[src/rtl/cck_pkg.sv]
// Shared types and constants for the color-key sprite blitter.
// Used by every module of the block; depends on nothing else.
package cck_pkg;

    localparam int MAX_SIDE   = 128;
    localparam int SIDE_W     = $clog2(MAX_SIDE + 1);
    localparam int AREA_W     = 2 * SIDE_W;
    localparam int COORD_W    = 16;
    localparam int DIM_W      = 8;
    localparam int COLOUR_W   = 16;
    localparam int ADDR_W     = 14;
    localparam int CFG_IDX_W  = 2;
    localparam int CFG_DATA_W = 16;

    // Sprite-relative coordinates: object minus view plus half a side.
    localparam int REL_W   = 18;
    localparam int B_W     = REL_W + 1;
    localparam int A_W     = (REL_W + 1 > DIM_W + SIDE_W + 1) ? REL_W + 1 : DIM_W + SIDE_W + 1;
    localparam int START_W = A_W + SIDE_W + 2;
    localparam int POS_W   = START_W + 2;
    localparam int X_W     = B_W + 1;

    localparam logic [SIDE_W-1:0] SIDE_RST = SIDE_W'((MAX_SIDE < 128) ? MAX_SIDE : 128);

    typedef enum logic [CFG_IDX_W-1:0] {
        REG_VIEW_X = 2'd0,
        REG_VIEW_Y = 2'd1,
        REG_SIDE   = 2'd2
    } t_cfg_reg;

    typedef enum logic {
        ACT_BEGIN = 1'b0,
        ACT_PIXEL = 1'b1
    } t_action;

    typedef struct packed {
        logic signed [COORD_W-1:0] view_x;
        logic signed [COORD_W-1:0] view_y;
        logic [SIDE_W-1:0]         side;
        logic [AREA_W-1:0]         area;
    } t_cfg;

    // Request held between the counter stage and the placement stage.
    // Begin: a = first row minus half height, b = first column minus half width.
    // Pixel: a = row times side, b = column.
    typedef struct packed {
        logic                  is_begin;
        logic signed [A_W-1:0] a;
        logic signed [B_W-1:0] b;
        logic [COLOUR_W-1:0]   colour;
    } t_s1;

endpackage

[src/rtl/cck_cfg.sv]
// Configuration registers of the sprite blitter: view center and buffer side.
// Depends on cck_pkg; the side is saturated and its square kept ready.
module cck_cfg
    import cck_pkg::*;
(
    input  logic                  i_clk,
    input  logic                  i_rst_n,
    input  logic                  i_cfg_we,
    input  logic [CFG_IDX_W-1:0]  i_cfg_index,
    input  logic [CFG_DATA_W-1:0] i_cfg_data,
    output t_cfg                  o_cfg
);

    t_cfg               r_cfg;
    t_cfg               n_cfg;
    logic [SIDE_W-1:0]  sat_side;

    always_comb begin
        if (int'(i_cfg_data[7:0]) > MAX_SIDE) begin
            sat_side = SIDE_W'(MAX_SIDE);
        end else begin
            sat_side = SIDE_W'(i_cfg_data[7:0]);
        end
    end

    always_comb begin
        n_cfg = r_cfg;
        if (i_cfg_we) begin
            case (t_cfg_reg'(i_cfg_index))
                REG_VIEW_X: begin
                    n_cfg.view_x = i_cfg_data;
                end
                REG_VIEW_Y: begin
                    n_cfg.view_y = i_cfg_data;
                end
                REG_SIDE: begin
                    n_cfg.side = sat_side;
                    n_cfg.area = AREA_W'(sat_side) * AREA_W'(sat_side);
                end
                default: begin
                    n_cfg = r_cfg;
                end
            endcase
        end
    end

    always_ff @(posedge i_clk) begin
        if (!i_rst_n) begin
            r_cfg.view_x <= '0;
            r_cfg.view_y <= '0;
            r_cfg.side   <= SIDE_RST;
            r_cfg.area   <= AREA_W'(SIDE_RST) * AREA_W'(SIDE_RST);
        end else begin
            r_cfg <= n_cfg;
        end
    end

    assign o_cfg = r_cfg;

endmodule

[src/rtl/cck_seq.sv]
// Input stage: sprite row and column counters and the first pipeline register.
// Depends on cck_pkg; feeds cck_place with one request per useful item.
module cck_seq
    import cck_pkg::*;
(
    input  logic                       i_clk,
    input  logic                       i_rst_n,
    input  t_cfg                       i_cfg,
    input  logic                       i_in_valid,
    output logic                       o_in_stall,
    input  logic                       i_action,
    input  logic signed [COORD_W-1:0]  i_obj_x,
    input  logic signed [COORD_W-1:0]  i_obj_y,
    input  logic [DIM_W-1:0]           i_sprite_width,
    input  logic [DIM_W-1:0]           i_sprite_height,
    input  logic [COLOUR_W-1:0]        i_pixel_colour,
    input  logic                       i_adv,
    output logic                       o_s1_valid,
    output t_s1                        o_s1
);

    logic [DIM_W-1:0]       r_row, n_row;
    logic [DIM_W-1:0]       r_col, n_col;
    logic [DIM_W-1:0]       r_held_w, n_held_w;
    logic [DIM_W-1:0]       r_held_h, n_held_h;
    logic                   r_active, n_active;
    logic                   r_s1_valid, n_s1_valid;
    t_s1                    r_s1, n_s1;
    logic                   accept;
    logic [SIDE_W-1:0]      half_side;
    logic signed [B_W-1:0]  colv;
    logic signed [B_W-1:0]  rowv;
    logic [DIM_W+SIDE_W-1:0] row_off;
    logic [DIM_W:0]         col_next;
    logic [DIM_W:0]         row_next;

    assign o_in_stall = r_s1_valid && !i_adv;
    assign accept     = i_in_valid && !o_in_stall;

    assign half_side = i_cfg.side >> 1;
    assign colv = B_W'(i_obj_x) - B_W'(i_cfg.view_x) + B_W'(half_side)
                - B_W'(i_sprite_width >> 1);
    assign rowv = B_W'(i_obj_y) - B_W'(i_cfg.view_y) + B_W'(half_side)
                - B_W'(i_sprite_height >> 1);
    assign row_off  = r_row * i_cfg.side;
    assign col_next = {1'b0, r_col} + 1'b1;
    assign row_next = {1'b0, r_row} + 1'b1;

    always_comb begin
        n_row      = r_row;
        n_col      = r_col;
        n_held_w   = r_held_w;
        n_held_h   = r_held_h;
        n_active   = r_active;
        n_s1_valid = r_s1_valid && !i_adv;
        n_s1       = r_s1;
        if (!o_in_stall) begin
            n_s1_valid = 1'b0;
        end
        if (accept) begin
            if (t_action'(i_action) == ACT_BEGIN) begin
                n_held_w    = i_sprite_width;
                n_held_h    = i_sprite_height;
                n_row       = '0;
                n_col       = '0;
                n_active    = (i_sprite_width != '0) && (i_sprite_height != '0);
                n_s1_valid  = 1'b1;
                n_s1.is_begin = 1'b1;
                n_s1.a      = A_W'(rowv);
                n_s1.b      = colv;
                n_s1.colour = i_pixel_colour;
            end else if (r_active) begin
                // Row-major walk; the sprite ends after its last column of its last row.
                if (col_next >= {1'b0, r_held_w}) begin
                    n_col = '0;
                    n_row = row_next[DIM_W-1:0];
                    if (row_next >= {1'b0, r_held_h}) begin
                        n_active = 1'b0;
                    end
                end else begin
                    n_col = col_next[DIM_W-1:0];
                end
                // Transparent pixels only move the counters.
                if (i_pixel_colour != '0) begin
                    n_s1_valid    = 1'b1;
                    n_s1.is_begin = 1'b0;
                    n_s1.a        = A_W'(row_off);
                    n_s1.b        = B_W'(r_col);
                    n_s1.colour   = i_pixel_colour;
                end
            end
        end
    end

    always_ff @(posedge i_clk) begin
        if (!i_rst_n) begin
            r_row      <= '0;
            r_col      <= '0;
            r_held_w   <= '0;
            r_held_h   <= '0;
            r_active   <= 1'b0;
            r_s1_valid <= 1'b0;
        end else begin
            r_row      <= n_row;
            r_col      <= n_col;
            r_held_w   <= n_held_w;
            r_held_h   <= n_held_h;
            r_active   <= n_active;
            r_s1_valid <= n_s1_valid;
        end
    end

    always_ff @(posedge i_clk) begin
        r_s1 <= n_s1;
    end

    assign o_s1_valid = r_s1_valid;
    assign o_s1       = r_s1;

    a_col_in_row: assert property (@(posedge i_clk) disable iff (!i_rst_n)
        r_active |-> (r_col < r_held_w))
        else $error("column counter ran past the sprite width");

    a_row_in_sprite: assert property (@(posedge i_clk) disable iff (!i_rst_n)
        r_active |-> (r_row < r_held_h))
        else $error("row counter ran past the sprite height");

    a_pixel_opaque: assert property (@(posedge i_clk) disable iff (!i_rst_n)
        (r_s1_valid && !r_s1.is_begin) |-> (r_s1.colour != '0))
        else $error("transparent pixel entered the pipeline");

endmodule

[src/rtl/cck_place.sv]
// Placement stage: sprite start address, buffer address and clipping, result register.
// Depends on cck_pkg; takes requests from cck_seq.
module cck_place
    import cck_pkg::*;
(
    input  logic                 i_clk,
    input  logic                 i_rst_n,
    input  t_cfg                 i_cfg,
    input  logic                 i_s1_valid,
    input  t_s1                  i_s1,
    output logic                 o_adv,
    output logic                 o_out_valid,
    input  logic                 i_out_stall,
    output logic [ADDR_W-1:0]    o_buffer_address,
    output logic [COLOUR_W-1:0]  o_write_colour
);

    logic signed [START_W-1:0]     r_start, n_start;
    logic signed [B_W-1:0]         r_colv, n_colv;
    logic                          r_out_valid, n_out_valid;
    logic [ADDR_W-1:0]             r_addr, n_addr;
    logic [COLOUR_W-1:0]           r_colour, n_colour;
    logic signed [A_W+SIDE_W:0]    start_prod;
    logic signed [POS_W-1:0]       pos;
    logic signed [X_W-1:0]         x_pos;
    logic signed [SIDE_W:0]        side_s;
    logic                          out_ready;
    logic                          hit;

    assign side_s     = $signed({1'b0, i_cfg.side});
    assign out_ready  = !r_out_valid || !i_out_stall;
    assign o_adv      = i_s1_valid && out_ready;

    assign start_prod = i_s1.a * side_s;
    assign pos   = POS_W'(r_start) + POS_W'(i_s1.a) + POS_W'(i_s1.b);
    assign x_pos = X_W'(r_colv) + X_W'(i_s1.b);

    // Columns outside the buffer are clipped; rows fall out through the address range.
    assign hit = !pos[POS_W-1]
              && (pos < POS_W'($signed({1'b0, i_cfg.area})))
              && !x_pos[X_W-1]
              && (x_pos < X_W'(side_s));

    always_comb begin
        n_start     = r_start;
        n_colv      = r_colv;
        n_out_valid = r_out_valid && i_out_stall;
        n_addr      = r_addr;
        n_colour    = r_colour;
        if (o_adv) begin
            if (i_s1.is_begin) begin
                n_start = START_W'(start_prod) + START_W'(i_s1.b);
                n_colv  = i_s1.b;
            end else if (hit) begin
                n_out_valid = 1'b1;
                n_addr      = pos[ADDR_W-1:0];
                n_colour    = i_s1.colour;
            end
        end
    end

    always_ff @(posedge i_clk) begin
        if (!i_rst_n) begin
            r_start     <= '0;
            r_colv      <= '0;
            r_out_valid <= 1'b0;
        end else begin
            r_start     <= n_start;
            r_colv      <= n_colv;
            r_out_valid <= n_out_valid;
        end
    end

    always_ff @(posedge i_clk) begin
        r_addr   <= n_addr;
        r_colour <= n_colour;
    end

    assign o_out_valid      = r_out_valid;
    assign o_buffer_address = r_addr;
    assign o_write_colour   = r_colour;

    a_write_opaque: assert property (@(posedge i_clk) disable iff (!i_rst_n)
        r_out_valid |-> (r_colour != '0))
        else $error("transparent color reached the write port");

    a_begin_no_write: assert property (@(posedge i_clk) disable iff (!i_rst_n)
        (o_adv && i_s1.is_begin && !r_out_valid) |=> !r_out_valid)
        else $error("sprite begin produced a buffer write");

    a_begin_origin: assert property (@(posedge i_clk) disable iff (!i_rst_n)
        (o_adv && i_s1.is_begin) |=> (r_colv == $past(i_s1.b)))
        else $error("sprite origin column not taken at begin");

endmodule

[src/rtl/clipped_color_key_sprite_blit_core.sv]
// A pixel request that is accepted is registered in the counter stage, its write in the
// placement stage, which puts it on the write port. Throughput: one request per cycle, begin
// or pixel; the counter stage and the placement stage each hold one request and both advance
// whenever the write port is free. Transparent, clipped and surplus pixels produce no write.
// Reset is synchronous, active low: view at zero, side 128, no sprite in progress, pipeline empty.
module clipped_color_key_sprite_blit_core
    import cck_pkg::*;
(
    input  logic                       i_clk,
    input  logic                       i_rst_n,
    input  logic                       i_cfg_we,
    input  logic [CFG_IDX_W-1:0]       i_cfg_index,
    input  logic [CFG_DATA_W-1:0]      i_cfg_data,
    input  logic                       i_in_valid,
    output logic                       o_in_stall,
    input  logic                       i_action,
    input  logic signed [COORD_W-1:0]  i_obj_x,
    input  logic signed [COORD_W-1:0]  i_obj_y,
    input  logic [DIM_W-1:0]           i_sprite_width,
    input  logic [DIM_W-1:0]           i_sprite_height,
    input  logic [COLOUR_W-1:0]        i_pixel_colour,
    output logic                       o_out_valid,
    input  logic                       i_out_stall,
    output logic [ADDR_W-1:0]          o_buffer_address,
    output logic [COLOUR_W-1:0]        o_write_colour
);

    t_cfg  cfg;
    t_s1   s1;
    logic  s1_valid;
    logic  adv;

    cck_cfg u_cfg (
        .i_clk       (i_clk),
        .i_rst_n     (i_rst_n),
        .i_cfg_we    (i_cfg_we),
        .i_cfg_index (i_cfg_index),
        .i_cfg_data  (i_cfg_data),
        .o_cfg       (cfg)
    );

    cck_seq u_seq (
        .i_clk           (i_clk),
        .i_rst_n         (i_rst_n),
        .i_cfg           (cfg),
        .i_in_valid      (i_in_valid),
        .o_in_stall      (o_in_stall),
        .i_action        (i_action),
        .i_obj_x         (i_obj_x),
        .i_obj_y         (i_obj_y),
        .i_sprite_width  (i_sprite_width),
        .i_sprite_height (i_sprite_height),
        .i_pixel_colour  (i_pixel_colour),
        .i_adv           (adv),
        .o_s1_valid      (s1_valid),
        .o_s1            (s1)
    );

    cck_place u_place (
        .i_clk            (i_clk),
        .i_rst_n          (i_rst_n),
        .i_cfg            (cfg),
        .i_s1_valid       (s1_valid),
        .i_s1             (s1),
        .o_adv            (adv),
        .o_out_valid      (o_out_valid),
        .i_out_stall      (i_out_stall),
        .o_buffer_address (o_buffer_address),
        .o_write_colour   (o_write_colour)
    );

endmodule

[config.mk]
export PLATFORM = sky130hd
export DESIGN_NAME = clipped_color_key_sprite_blit_core
export DESIGN_NICKNAME = d
export VERILOG_FILES = /design/src/rtl/cck_pkg.sv /design/src/rtl/cck_cfg.sv /design/src/rtl/cck_seq.sv /design/src/rtl/cck_place.sv /design/src/rtl/clipped_color_key_sprite_blit_core.sv
export SDC_FILE = /design/constraint.sdc
export NUM_CORES = 1
export LEC_CHECK = 0
export ABC_CLOCK_PERIOD_IN_PS = 7500
export BUFFER_PORTS_ARGS = -buffer_cell sky130_fd_sc_hd__buf_2
export CAP_MARGIN = 20
export CORE_UTILIZATION = 62
export DETAILED_ROUTE_END_ITERATION = 10
export PLACE_DENSITY_LB_ADDON = 0.15
export SETUP_SLACK_MARGIN = 0.1
export SYNTH_ARGS = -nofsm -noshare
export SYNTH_HDL_FRONTEND = slang
export SYNTH_SLANG_ARGS = --single-unit
[constraint.sdc]
create_clock -name i_clk -period 7.5 [get_ports i_clk]
set_input_delay 0 -clock i_clk [delete_from_list [all_inputs] [get_ports i_clk]]
set_output_delay 0 -clock i_clk [all_outputs]
set_load 0.02 [all_outputs]
# Word level (Yosys, flattened, before mapping)
# Index checks and enable logic that the tools add are counted.
op_classes:
  n_reduce_logical: 28
  mux: 22
  bitwise_logic: 2
  n_lt_le_gt_ge: 5
  n_mul: 3
  eq_ne: 5
  add_sub_neg: 12
ops:
  columns: ["op", "n"]
  rows:
  - ["55-bit 2-to-1 mux", 2]
  - ["8-bit 2-to-1 mux", 7]
  - ["54-bit 2-to-1 mux", 1]
  - ["19-bit by 7-bit adder with 19-bit output", 2]
  - ["19-bit by 7-bit subtractor with 19-bit output", 2]
  - ["16-bit by 16-bit subtractor with 17-bit output", 2]
  - ["8-bit by 8-bit multiplier with 16-bit output", 2]
  - ["30-bit by 19-bit adder with 31-bit output", 1]
  - ["31-bit by 17-bit < comparator with 1-bit output", 1]
  - ["29-bit by 19-bit adder with 30-bit output", 1]
  - ["28-bit by 19-bit adder with 29-bit output", 1]
  - ["19-bit by 9-bit multiplier with 28-bit output", 1]
  - ["19-bit by 19-bit adder with 20-bit output", 1]
  - ["20-bit by 9-bit < comparator with 1-bit output", 1]
  - ["8-bit by 1-bit adder with 9-bit output (second input constant)", 2]
  - ["9-bit by 8-bit >= comparator with 1-bit output", 2]
  - ["16-bit nonzero test", 1]
  - ["8-bit nonzero test", 2]
  - ["1-bit 2-to-1 mux", 12]
  - ["2-bit AND reduction", 6]
  - ["3-bit AND reduction", 3]
  - ["8-bit > comparator (second input constant)", 1]
  - ["1-bit logical AND", 8]
  - ["1-bit logical NOT", 6]
  - ["6 further kinds", 9]
word_totals:
  ff_bits: 224
  word_cells: 96
  output_inout_bits: 32
  inputBits: 88

# Depth between registers and ports, before layout
# Gate-level depths: netlist of run 1.
depth:
  depth_word: 10
  depth_mapped: 24

# Modules after synthesis
# A second synthesis of run 1 with hierarchy kept.
hier_totals:
  cells_unflattened: 2892
  area_unflattened_um2: 25449.4
modules_own_cells:
  columns: ["mod", "instances", "area_each_um2", "cells_per_inst", "seq_area_each_um2"]
  rows:
  - ["cck_place", 1, 12931.2, 1477, 1881.8]
  - ["cck_seq", 1, 8954.8, 983, 2332.2]
  - ["cck_cfg", 1, 3563.4, 432, 1081.0]

# Worst setup path before layout of run 1
# OpenSTA, ideal clock, no wires.
synth_timing:
  path_type: "register to register"
  startpoint: "register u_seq.r_s1, in the netlist u_seq.o_s1[53]"
  endpoint: "register u_place.r_start[28]"
  setup_slack_ns: 1.309
  path_stages_with_launch: 20
  arrival_ns: 6.075
  setup_ns: 0.116
  required_ns: 7.384
  path_buffers: 0
  synth_period_minus_slack_ns: 6.191
  cell_sequence: "edfxtp_1 nand2_1 inv_1 fa_1 fa_1 inv_1 fa_1 inv_1 fa_1 fa_1 ha_1 and3_1 a221o_1 a21oi_1 nand2_1 nor4_1 o31a_1 o21ai_0 or4_1 and4_1"
synth_via:
  elab_chain_len: 2
synth_lines:
  columns: ["element", "line", "rtl"]
  rows:
  - ["from (decl)", "cck_seq.sv:28", "t_s1 r_s1, n_s1;"]
  - ["from (signal assigned)", "cck_seq.sv:114", "r_s1 <= n_s1;"]
  - ["19-bit by 9-bit multiplier with 28-bit output", "cck_place.sv:34", "assign start_prod = i_s1.a * side_s;"]
  - ["28-bit by 19-bit adder with 29-bit output", "cck_place.sv:52", "n_start = START_W'(start_prod) + START_W'(i_s1.b);"]
  - ["to (signal assigned)", "cck_place.sv:68", "r_start <= n_start;"]
  - ["to (decl)", "cck_place.sv:18", "logic signed [START_W-1:0] r_start, n_start;"]
# No other way between the ends.
# A chain may end at the register's enable or synchronous reset.

# Final worst setup path of run 1
layout_timing:
  startpoint: "register u_cfg.r_cfg, in the netlist u_cfg.o_cfg[17]"
  endpoint: "register u_place.r_start[28]"
layout_via:
  elab_chain_len: 2
layout_lines:
  columns: ["element", "line", "rtl"]
  rows:
  - ["from (decl)", "cck_cfg.sv:14", "t_cfg r_cfg;"]
  - ["from (signal assigned)", "cck_cfg.sv:54", "r_cfg <= n_cfg;"]
  - ["19-bit by 9-bit multiplier with 28-bit output", "cck_place.sv:34", null]
  - ["28-bit by 19-bit adder with 29-bit output", "cck_place.sv:52", null]
# No other way between the ends.

==> out/qor.yml, run 1 <==
run_status:
  status: "completed"
timing:
  max_freq_mhz: 149
  holdWs_ns: 0.0452
  tns_ns: 0
  tightest_slew_ns: 1.10
  finalSetupViolCount: 0
  slew_viol_final: 0
  min_period_over_period: 0.892
  rsz0062_at_grt: "no"
  final.min_clock_period_ns: 6.69
  hold_violations: 0
  final.setup_skew_ns: 0.0129
  relSlewSlack: 0.262
setup_path:
  startpoint_type: "register"
  ff2ff_path_depth: 18
  r2r_setup_slack_ns: 0.81
  rr_endpoint: "u_place.r_start[28]"
  cp_max_fo: 19
  cp-end-kind: "register"
  cp_data_required_time_ns: 7.95
  worst-setup-path-type: "register to register"
  rr_startpoint: "u_cfg.o_cfg[17]"
  worstPathArrival_ns: 7.14
synth:
  ys.flop_type: "dfxtp_1"
  synth_area_leader_cell: "fa_1"
  synth_mux_area_frac: 0.00374
  syn_area_um2: 25400
  synth_adder_area_share: 0.340
  synth_top_area_frac: 0.200
  postSynthCellCount: 2904
  synth_compound_gate_area_share: 0.140
  synth.most_common_cell: "inv_1"
  synthSimpleGateAreaFrac: 0.186
  synth_common_cells: "inv_1, nand2_1, ha_1"
  synth_edf_count: 85
  ys_ff_latch: 222
  synth_top_family_by_area: "adder cells"
  ys_seq_area_frac: 0.208
  syn_avg_cell_area_um2: 8.75
  synth_cell_type_count: 84
  yosysWarnings: 0
  synth_xor_area_frac: 0.0469
  ys_top_cells_by_area: "fa_1, ha_1, dfxtp_1, edfxtp_1, inv_1"
  ys_async_sr_fraction: 0
route:
  wl_um: 67000
  drt-wirelength-per-cell_um: 18.6
  drt_iter0_drc: 1377
  first_pass_iters: 6
  drc: 0
  vias: 20800
  vias_per_cell: 5.77
  antenna_left: 0
clock_tree:
  cts_tree: "built"
  clk_latency_ns: 0.57
  htreeDepth: 1
  post_cts_resized: 0
  cts_buffers: 28
  cts_setup_buffers: 0
  root_buffer: "clkbuf_16"
  clkSlewWorstSetupHoldPaths_ns: 0.06
  cts_sinks: 222
  clk_path_buf_depth: 3
placed_design:
  place_hpwl_um: 52400
  place.gp.congestion: 0.919
  port_buffers: 119
grt:
  grt_pass1_vias: 21300
  antenna_found_initial: 1
  grt.overflow.total: 0
  grt_max_degree: 86
  grt_pass1_wl_um: 108000
  grtUsageTotal: 0.328
final_layout:
  diodes: 0
  drive_gt1_frac: 0.0712
  layout.nets: 3681
  fill_cells: 3112
  ff_latch_area_um2: 5300
  fin_util: 0.700
  multiInputGateArea_um2: 18300
  syn2layout_area_growth_pct: 10.5
worst_hold_path:
  min_to: "u_cfg.o_cfg[42]"
  hp-class: "input pin to register"
  min_from: "i_cfg_index[0]"
  hold_depth: 5
pwr:
  ir_drop_mv: 0.215
  clkPwrFrac: 0.249
  p_int_mw: 3.27
  total_power_mw: 5.53
  combinationalPowerShare: 0.486
  p_sw_mw: 2.26
  p_seq_frac: 0.265
  switching_share: 0.409
  powerDensity_nw_per_um2: 197
  p_leak_nw: 13.1
floorplanning:
  fp-row-count: 73
  fp.coreArea_um2: 40100
  initial_core_util: 0.634
  dieArea_um2: 41800
  die_h_um: 204
  die_w_um: 204
  io_pins: 120
run:
  maxCapViolCount: 0
==> flip-flops by register name (all words and copies together), names as in the netlist <==
signal,cells
u_cfg.o_cfg,54
u_place.o_buffer_address,14
u_place.o_out_valid,1
u_place.o_write_colour,16
u_place.r_colv,19
u_place.r_start,29
u_seq.o_s1,55
u_seq.o_s1_valid,1
u_seq.r_active,1
u_seq.r_col,8
u_seq.r_held_h,8
u_seq.r_held_w,8
u_seq.r_row,8
==> how the worst max path moves through the flow <==
stage | start | slack [ns] | to | cells past startpoint
floorplan | u_seq.o_s1[53] | 1.31 | u_place.r_start[28] | 19
global placement | u_cfg.o_cfg[19] | 1.12 | u_place.r_start[28] | 18
detailed placement | u_cfg.o_cfg[17] | 0.99 | u_place.r_start[28] | 18
CTS | u_cfg.o_cfg[17] | 0.91 | u_place.r_start[28] | 18
global route | u_cfg.o_cfg[17] | 0.45 | u_place.r_start[28] | 18
finish | u_cfg.o_cfg[17] | 0.81 | u_place.r_start[28] | 18
==> per-layer routing <==
metal	vias to the layer above	GRT usage	wire length (um)
li1	9954	-	-
met1	9976	0.417	27600
met2	679	0.566	32200
met3	157	0.0418	4270
met4	0	0.132	2880
met5	-	0	0
==> logic make-up after synthesis <==
logic type,Yosys count
simple gates,963
fa+ha+maj,537
compound gates,532
buf+inv,503
flops,222
xor+xnor,136
mux,9
other cells,2
==> layout make-up <==
type / instances / share of cell area
repair buffers: 201 / 0.0483
multi-input cells: 2189 / 0.651
clock inverters: 20 / 0.00718
well taps: 525 / 0.0234
flip-flops and latches: 222 / 0.189
inverters: 414 / 0.0554
clock buffers: 31 / 0.0261
==> power by group through the flow <==
stage | Combinational (mW) | Sequential (mW) | Clock (mW)
floorplan | 1.96 | 1.45 | 0
global placement | 2.55 | 1.49 | 0
detailed placement | 2.62 | 1.49 | 0
CTS | 2.66 | 1.47 | 1.39
global route | 2.98 | 1.48 | 1.44
finish | 2.69 | 1.47 | 1.38
==> critical path, cell delays in order, from the launching register on <==
cell and delay [ns]:
dfxtp_1 0.75, and2_1 0.30, fa_1 0.60, fa_1 0.61, inv_1 0.05, fa_1 0.47
inv_1 0.05, fa_1 0.56, fa_1 0.42, ha_1 0.38, and3_1 0.19, a221o_1 0.32
a21oi_1 0.24, nand2_1 0.08, nor4_1 0.52, o31a_1 0.29, o21ai_0 0.11, or4_1 0.41
and4_1 0.21
==> timing repair <==
item	4_1_cts	5_1_grt
hold buffers	57	0
setup endpoints to repair	0	0
hold endpoints to repair	113	0
==> cell usage in the layout (no fill, tap or decap), drive strengths merged, types with 49 or more instances in the layout <==
cell / n
and2: 154
xor2: 54
dlygate4sd3: 57
a21oi: 108
edfxtp: 85
dfxtp: 137
fa: 254
inv: 418
xnor2: 82
nand2: 388
ha: 283
nor2: 124
nand3: 54
o21ai: 107
buf: 144
a21o: 49
a21boi: 101
==> metrics by stage <==
step	instances	area, um^2	setup WS, ns
2_1_floorplan	2914	25400	1.31
6_report	3602	28100	0.810
4_1_cts	3602	28100	0.905
3_3_place_gp	3494	26600	1.12
3_5_place_dp	3494	26600	0.991
5_1_grt	3602	28100	0.446
(Power assumes the default switching activity.)
==> run 2: changes to the inputs <==
Settings changed: SYNTH_HIERARCHICAL from default to 1.
==> run 2 against run 1 <==
Against the previous run: non-clock buffer count is 2 lower; clock-buffer cell count is 4 lower; hold slack worse by 0.0025 ns; synthesized cell count is 0.41% lower; highest routed layer unchanged; via count is 0.44% lower; synthesized area is 0.17% higher.
==> out/qor.yml, run 2 <==
run_status:
  status: "completed"  # unchanged
setup_path:
  crit_path_cell_trace: "fa_1 -> ha_1 -> fa_1 -> a211oi_1 -> o211ai_1 -> a41oi_1 -> a31oi_1 -> xor2_1 -> ha_1 -> nor3_2 -> o21ai_1 -> nor4_1 -> nor4b_2 -> o221ai_1 -> or4_1 -> nor4_1 -> and4_1 -> nand4_1 -> nor4b_4 -> buf_4"  # was and2_1 -> fa_1 -> fa_1 -> inv_1 -> fa_1 -> inv_1 -> fa_1 -> fa_1 -> ha_1 -> and3_1 -> a221o_1 -> a21oi_1 -> nand2_1 -> nor4_1 -> o31a_1 -> o21ai_0 -> or4_1 -> and4_1
  crit_buf_inv: 1  # was 2
  cp_data_required_time_ns: 7.74  # was 7.95 ns
  worst-setup-path-type: "register to register"  # unchanged
  cp_top_family: "simple AND/OR/NAND/NOR gates"  # was adder cells
  critPathSlowestCell: "fa_1"  # was dfxtp_1
  cp-end-kind: "register"  # unchanged
  cp_max_fo: 16  # was 19
  ff2ff_path_depth: 20  # was 18
  max_stage_delay_ns: 0.53  # was 0.75 ns
  cp.depth: 20  # was 18
  worstPathArrival_ns: 6.66  # was 7.14 ns
  r2r_setup_slack_ns: 1.08  # was 0.81 ns
  startpoint_type: "register"  # unchanged
pwr:
  clkPwrFrac: 0.243  # was 0.249
  powerDensity_nw_per_um2: 193  # was 197 nW/um^2
  ir_drop_mv: 0.179  # was 0.215 mV
  combinationalPowerShare: 0.487  # was 0.486
  p_leak_nw: 13.1  # about the same
  p_sw_mw: 2.26  # about the same
  switching_share: 0.417  # was 0.409
  p_seq_frac: 0.271  # was 0.265
  p_int_mw: 3.16  # was 3.27 mW
final_layout:
  drive_gt1_frac: 0.0733  # was 0.0712
  syn2layout_area_growth_pct: 10.1  # was 10.5%
  mostFrequentLayoutCells: "inv_1, nand2_1, ha_1, fa_1, a21oi_1"  # was inv_1, nand2_1, ha_1, fa_1, and2_1
  final_common_cell: "inv_1"  # unchanged
  fill_cells: 3125  # was 3112
  largest_register_ffs: 55  # unchanged
  diodes: 0  # unchanged
  layout.nets: 3683  # was 3681
synth:
  ys_top_cells_by_area: "fa_1, ha_1, dfxtp_1, edfxtp_1, inv_1"  # unchanged
  synth_top_area_frac: 0.209  # was 0.200
  yosysWarnings: 6  # was 0
  synth.most_common_cell: "inv_1"  # unchanged
  postSynthCellCount: 2892  # was 2904
  synth_common_cells: "inv_1, nand2_1, ha_1"  # unchanged
  ys_ff_latch: 222  # unchanged
  synth_cell_type_count: 97  # was 84
  synth_edf_count: 85  # unchanged
  ys_async_sr_fraction: 0  # unchanged
  ys.flop_type: "dfxtp_1"  # unchanged
  synth_area_leader_cell: "fa_1"  # unchanged
  ys_seq_area_frac: 0.208  # about the same
  syn_area_um2: 25400  # about the same
  syn_avg_cell_area_um2: 8.80  # was 8.75 um^2
floorplanning:
  fp.coreArea_um2: 40100  # unchanged
  die_h_um: 205  # was 204 um
  initial_core_util: 0.635  # was 0.634
  dieArea_um2: 41900  # was 41800 um^2
  die_w_um: 205  # was 204 um
  fp-row-count: 73  # unchanged
  io_pins: 120  # unchanged
worst_hold_path:
  hp-class: "input pin to register"  # unchanged
  hold_depth: 4  # was 5
clock_tree:
  cts_sinks: 222  # unchanged
  cts_tree: "built"  # unchanged
  clkSlewWorstSetupHoldPaths_ns: 0.06  # about the same
  root_buffer: "clkbuf_16"  # unchanged
  cts_buffers: 26  # was 28
  post_cts_resized: 0  # unchanged
  clk_path_buf_depth: 3  # unchanged
  clk_latency_ns: 0.58  # was 0.57 ns
  htreeDepth: 1  # unchanged
route:
  drt-wirelength-per-cell_um: 19.0  # was 18.6 um
  drc: 0  # unchanged
  antenna_left: 0  # unchanged
  first_pass_iters: 6  # unchanged
  drt_iter0_drc: 1497  # was 1377
  vias: 20700  # was 20.8k
  vias_per_cell: 5.77  # about the same
  wl_um: 68100  # was 67000 um
grt:
  grtUsageTotal: 0.330  # was 0.328
  antenna_found_initial: 0  # was 1
  grt_pass1_vias: 21000  # was 21.3k
  grt_max_degree: 63  # was 86
  grt_pass1_wl_um: 109000  # was 108000 um
  grt.overflow.total: 0  # unchanged
timing:
  hold_violations: 0  # unchanged
  tns_ns: 0  # unchanged
  min_period_over_period: 0.856  # was 0.892
  slew_viol_final: 0  # unchanged
  holdWs_ns: 0.0427  # was 0.0452 ns
  tightest_slew_ns: 1.02  # was 1.10 ns
  relSlewSlack: 0.320  # was 0.262
  rsz0062_at_grt: "no"  # unchanged
  finalSetupViolCount: 0  # unchanged
  final.setup_skew_ns: 0.0294  # was 0.0129 ns
  max_freq_mhz: 156  # was 149 MHz
  final.min_clock_period_ns: 6.42  # was 6.69 ns
placed_design:
  port_buffers: 119  # unchanged
  place.gp.congestion: 0.932  # was 0.919
  place_hpwl_um: 53700  # was 52400 um
run:
  maxCapViolCount: 0  # unchanged
==> run 2: changes by cell type after synthesis, sizes merged, moves of 10 or more <==
cell / delta
nor2b: -24
a21boi: -73
nand2: -21
clkbuf: -14
xnor2: -22
a21oi: +79
a21o: -10
nor4: +13
and2: +25
fa: +12
inv: +28
nor3: -11
buf: +16
==> run 2: power by group through the flow <==
stage / clock (mW) / sequential [mW] / combinational, mW
3_5_place_dp: 0 / 1.50 / 2.55
6_report: 1.32 / 1.47 / 2.64
4_1_cts: 1.33 / 1.47 / 2.59
5_1_grt: 1.38 / 1.48 / 2.93
2_1_floorplan: 0 / 1.45 / 1.90
3_3_place_gp: 0 / 1.49 / 2.48
==> run 2: path summary, 6_finish.rpt <==
path / from / endpoint
min: i_obj_y[1] / u_seq/o_s1[35]
max: u_seq/o_s1[17] / u_place/o_write_colour[6]
min reg2reg: u_seq/o_s1[8] / u_place/o_write_colour[8]
max reg2reg: u_seq/o_s1[17] / u_place/o_write_colour[6]
==> run 2: per-layer routing <==
layer  global-route usage  wire, um  part of all wire
met1                0.425     28500              0.42
met2                0.566     33000              0.48
met3               0.0514      4400             0.065
met4                0.106      2230             0.033
met5                    0         0                 0
==> run 2: timing repair <==
| item | in CTS | in global routing |
|---|---|---|
| buffers inserted | 0 | 0 |
| endpoints found under the hold margin | 77 | 0 |
| hold buffers | 55 | 0 |
==> run 2: worst min-delay path: cells and delay by family <==
family,cells,cell delay [ns]
buf+inv,2,0.15
compound gates,1,0.20
fa+ha+maj,1,0.15
==> run 2: area by class of cell <==
type / instances / area (um^2) / share of cell area
clock inverter: 21 / 229 / 0.00817
clock buffer: 27 / 654 / 0.0233
sequential: 222 / 5300 / 0.189
multi-input combinational: 2147 / 18200 / 0.649
tap: 525 / 657 / 0.0234
timing repair buffer: 199 / 1360 / 0.0484
inverter: 441 / 1660 / 0.0591
==> run 2: kinds of logic (layout without fill, tap and decap cells) <==
group,Yosys count,after routing,share of synthesized area
DFF,222,222,0.208
and+or+nand+nor,907,907,0.177
other,2,11,0.000295
adders and majority gates,558,558,0.353
muxes,13,13,0.00526
AOI/OAI and AO/OA,545,545,0.138
xor gates and xnor gates,113,113,0.0389
buffers and inverters,532,688,0.0798
==> run 2: stage by stage <==
step	power [mW]	area (um^2)	setup WS, ns	cells	utilization
floorplan	3.36	25500	0.583	2901	-
global placement	3.98	26500	1.40	3476	0.662
detailed placement	4.05	26600	1.17	3477	0.662
CTS	5.40	28000	1.13	3580	0.698
global route	5.78	28000	0.677	3582	0.699
finish	5.42	28000	1.08	3582	0.699
==> run 3: changes to the inputs <==
Settings changed: BUFFER_PORTS_ARGS -buffer_cell sky130_fd_sc_hd__buf_2 to default, CTS_BUF_LIST from default to sky130_fd_sc_hd__clkbuf_4 sky130_fd_sc_hd__clkbuf_8, DONT_BUFFER_PORTS from default to 1.
==> run 3 against run 2 <==
Against the previous run: sequential cell count unchanged; setup slack worse by 0.031 ns; global-route usage increased by 0.71 points; critical endpoint is now u_place/o_write_colour[7]; sequential share of layout area barely moved; cell count fell by 1.0%; clock power shrank 3%; power fell by 1.0%; hold slack worse by 0.011 ns; sequential power about the same; via count rose by 0.94%.
==> out/qor.yml, run 3 (synthesized netlist as in run 2, its figures left out) <==
floorplanning:
  io_pins: 120  # unchanged
  dieArea_um2: 41900  # unchanged
  die_w_um: 205  # unchanged
  initial_core_util: 0.635  # unchanged
  fp.coreArea_um2: 40100  # unchanged
  fp-row-count: 73  # unchanged
  die_h_um: 205  # unchanged
setup_path:
  worst-setup-path-type: "register to register"  # unchanged
  cp_max_fo: 16  # unchanged
  cp_data_required_time_ns: 7.78  # was 7.74 ns
  worstPathArrival_ns: 6.73  # was 6.66 ns
  critPathSlowestCell: "edfxtp_1"  # was fa_1
  crit_path_cell_trace: "fa_1 -> ha_1 -> fa_1 -> a211oi_1 -> o211ai_1 -> a41oi_1 -> a31oi_1 -> xor2_1 -> ha_1 -> nor3_2 -> o21ai_1 -> nor4_1 -> nor4b_2 -> o221ai_1 -> or4_1 -> nor4_1 -> and4_1 -> nand4_1 -> nor4b_4 -> buf_4"  # unchanged
  cp-endpoint: "u_place/o_write_colour[7]"  # was u_place/o_write_colour[6]
  startpoint_type: "register"  # unchanged
  ff2ff_path_depth: 20  # unchanged
  rr_startpoint: "u_seq/o_s1[36]"  # was u_seq/o_s1[17]
  cp-end-kind: "register"  # unchanged
  rr_endpoint: "u_place/o_write_colour[7]"  # was u_place/o_write_colour[6]
  max_stage_delay_ns: 0.52  # was 0.53 ns
  r2r_setup_slack_ns: 1.05  # was 1.08 ns
  critical_path.startpoint: "u_seq/o_s1[36]"  # was u_seq/o_s1[17]
timing:
  setup_slack_ns: 1.05  # was 1.08 ns
  min_period_over_period: 0.860  # was 0.856
  tns_ns: 0  # unchanged
  rsz0062_at_grt: "no"  # unchanged
  finalSetupViolCount: 0  # unchanged
  hold_violations: 0  # unchanged
  max_freq_mhz: 155  # was 156 MHz
  final.setup_skew_ns: 0.0462  # was 0.0294 ns
  tightest_slew_ns: 1.11  # was 1.02 ns
  slew_viol_final: 0  # unchanged
  relSlewSlack: 0.257  # was 0.320
  final.min_clock_period_ns: 6.45  # was 6.42 ns
grt:
  grt.overflow.total: 0  # unchanged
  grt_max_degree: 64  # was 63
  grt_pass1_wl_um: 111000  # was 109000 um
  grt_pass1_vias: 21300  # was 21.0k
  antenna_found_initial: 1  # was 0
  grtUsageTotal: 0.337  # was 0.330
pwr:
  powerDensity_nw_per_um2: 191  # was 193 nW/um^2
  ir_drop_mv: 0.147  # was 0.179 mV
  total_power_mw: 5.36  # was 5.42 mW
  p_leak_nw: 12.9  # was 13.1 nW
final_layout:
  mostFrequentLayoutCells: "inv_1, nand2_1, ha_1, fa_1, a21oi_1"  # unchanged
  syn2layout_area_growth_pct: 10.1  # about the same
  drive_gt1_frac: 0.0457  # was 0.0733
  layout.nets: 3634  # was 3683
  largest_register_ffs: 55  # unchanged
  final_common_cell: "inv_1"  # unchanged
route:
  vias: 20900  # was 20.7k
  drc: 0  # unchanged
  drt-wirelength-per-cell_um: 19.7  # was 19.0 um
  first_pass_iters: 6  # unchanged
  wl_um: 69800  # was 68100 um
  antenna_left: 0  # unchanged
  vias_per_cell: 5.89  # was 5.77
  drt_iter0_drc: 1435  # was 1497
clock_tree:
  htreeDepth: 2  # was 1
  cts_sinks: 222  # unchanged
  root_buffer: "clkbuf_8"  # was clkbuf_16
  cts_buffers: 42  # was 26
  cts_tree: "built"  # unchanged
  clk_latency_ns: 0.64  # was 0.58 ns
  clk_path_buf_depth: 3  # unchanged
  clkSlewWorstSetupHoldPaths_ns: 0.06  # about the same
placed_design:
  place.gp.congestion: 0.979  # was 0.932
  dpl_worst_slack_ns: 1.17  # about the same
  place_hpwl_um: 52700  # was 53700 um
  port_buffers: 0  # was 119
worst_hold_path:
  hp-class: "input pin to register"  # unchanged
run_status:
  status: "completed"  # unchanged
run:
  maxCapViolCount: 0  # unchanged
-- run 3: critical path, delay by kind of cell, from the launching register on --
| kind | cells | cell delay [ns] |
|---|---|---|
| and+or+nand+nor | 8 | 2.22 |
| xor gates and xnor gates | 1 | 0.22 |
| adders and majority gates | 4 | 1.43 |
| DFF | 1 | 0.52 |
| AOI/OAI and AO/OA | 6 | 1.38 |
| buffers and inverters | 1 | 0.30 |
-- run 3: layout make-up --
type                       count  area (um^2)
multi-input combinational   2147        18200
fill                        3091        12100
sequential                   222         5300
inverter                     441         1660
timing repair buffer         134         1340
clock buffer                  61          796
tap                          525          657
clock inverter                15         95.1
antenna                        1         2.50
-- run 3: metal layers --
metal  vias up  GRT usage  part of all wire
met5         -          0                 0
met4         0      0.139             0.037
met3       171     0.0492             0.060
met2       724      0.566              0.48
met1     10200      0.435              0.42
li1       9788          -                 -
-- run 3: metrics by stage --
step | instance area (um^2) | std cells | hold WS [ns] | util
finish | 28000 | 3546 | 0.0317 | 0.699
global placement | 25900 | 3355 | 0.0990 | 0.647
floorplan | 25500 | 2901 | 0.0989 | -
detailed placement | 25900 | 3356 | 0.0989 | 0.647
CTS | 28000 | 3544 | 0.00204 | 0.698
global route | 28000 | 3546 | 0.0150 | 0.699
-- run 3: timing repair --
item | CTS | global route
gates resized for setup | 0 | 0
buffers inserted | 0 | 0
hold buffers | 112 | 0
hold endpoints to repair | 188 | 0
-- run 3: worst min-delay path by stage --
stage	slack, ns	startpoint	depth (start not counted)	endpoint
floorplan	0.1	i_pixel_colour[0]	0	u_seq/o_s1[0]
global placement	0.1	i_pixel_colour[3]	0	u_seq/o_s1[3]
detailed placement	0.1	i_pixel_colour[5]	0	u_seq/o_s1[5]
CTS	0.002	i_pixel_colour[1]	1	u_seq/o_s1[1]
global route	0.01	i_pixel_colour[9]	1	u_seq/o_s1[9]
finish	0.03	i_pixel_colour[9]	1	u_seq/o_s1[9]
-- run 3: where the power goes --
part	internal [mW]	switching, mW	total, mW	leakage [nW]
clock	0.687	0.590	1.28	0.451
sequential	1.36	0.109	1.47	1.91
combinational	1.05	1.57	2.62	10.5
total	3.10	2.27	5.36	12.9
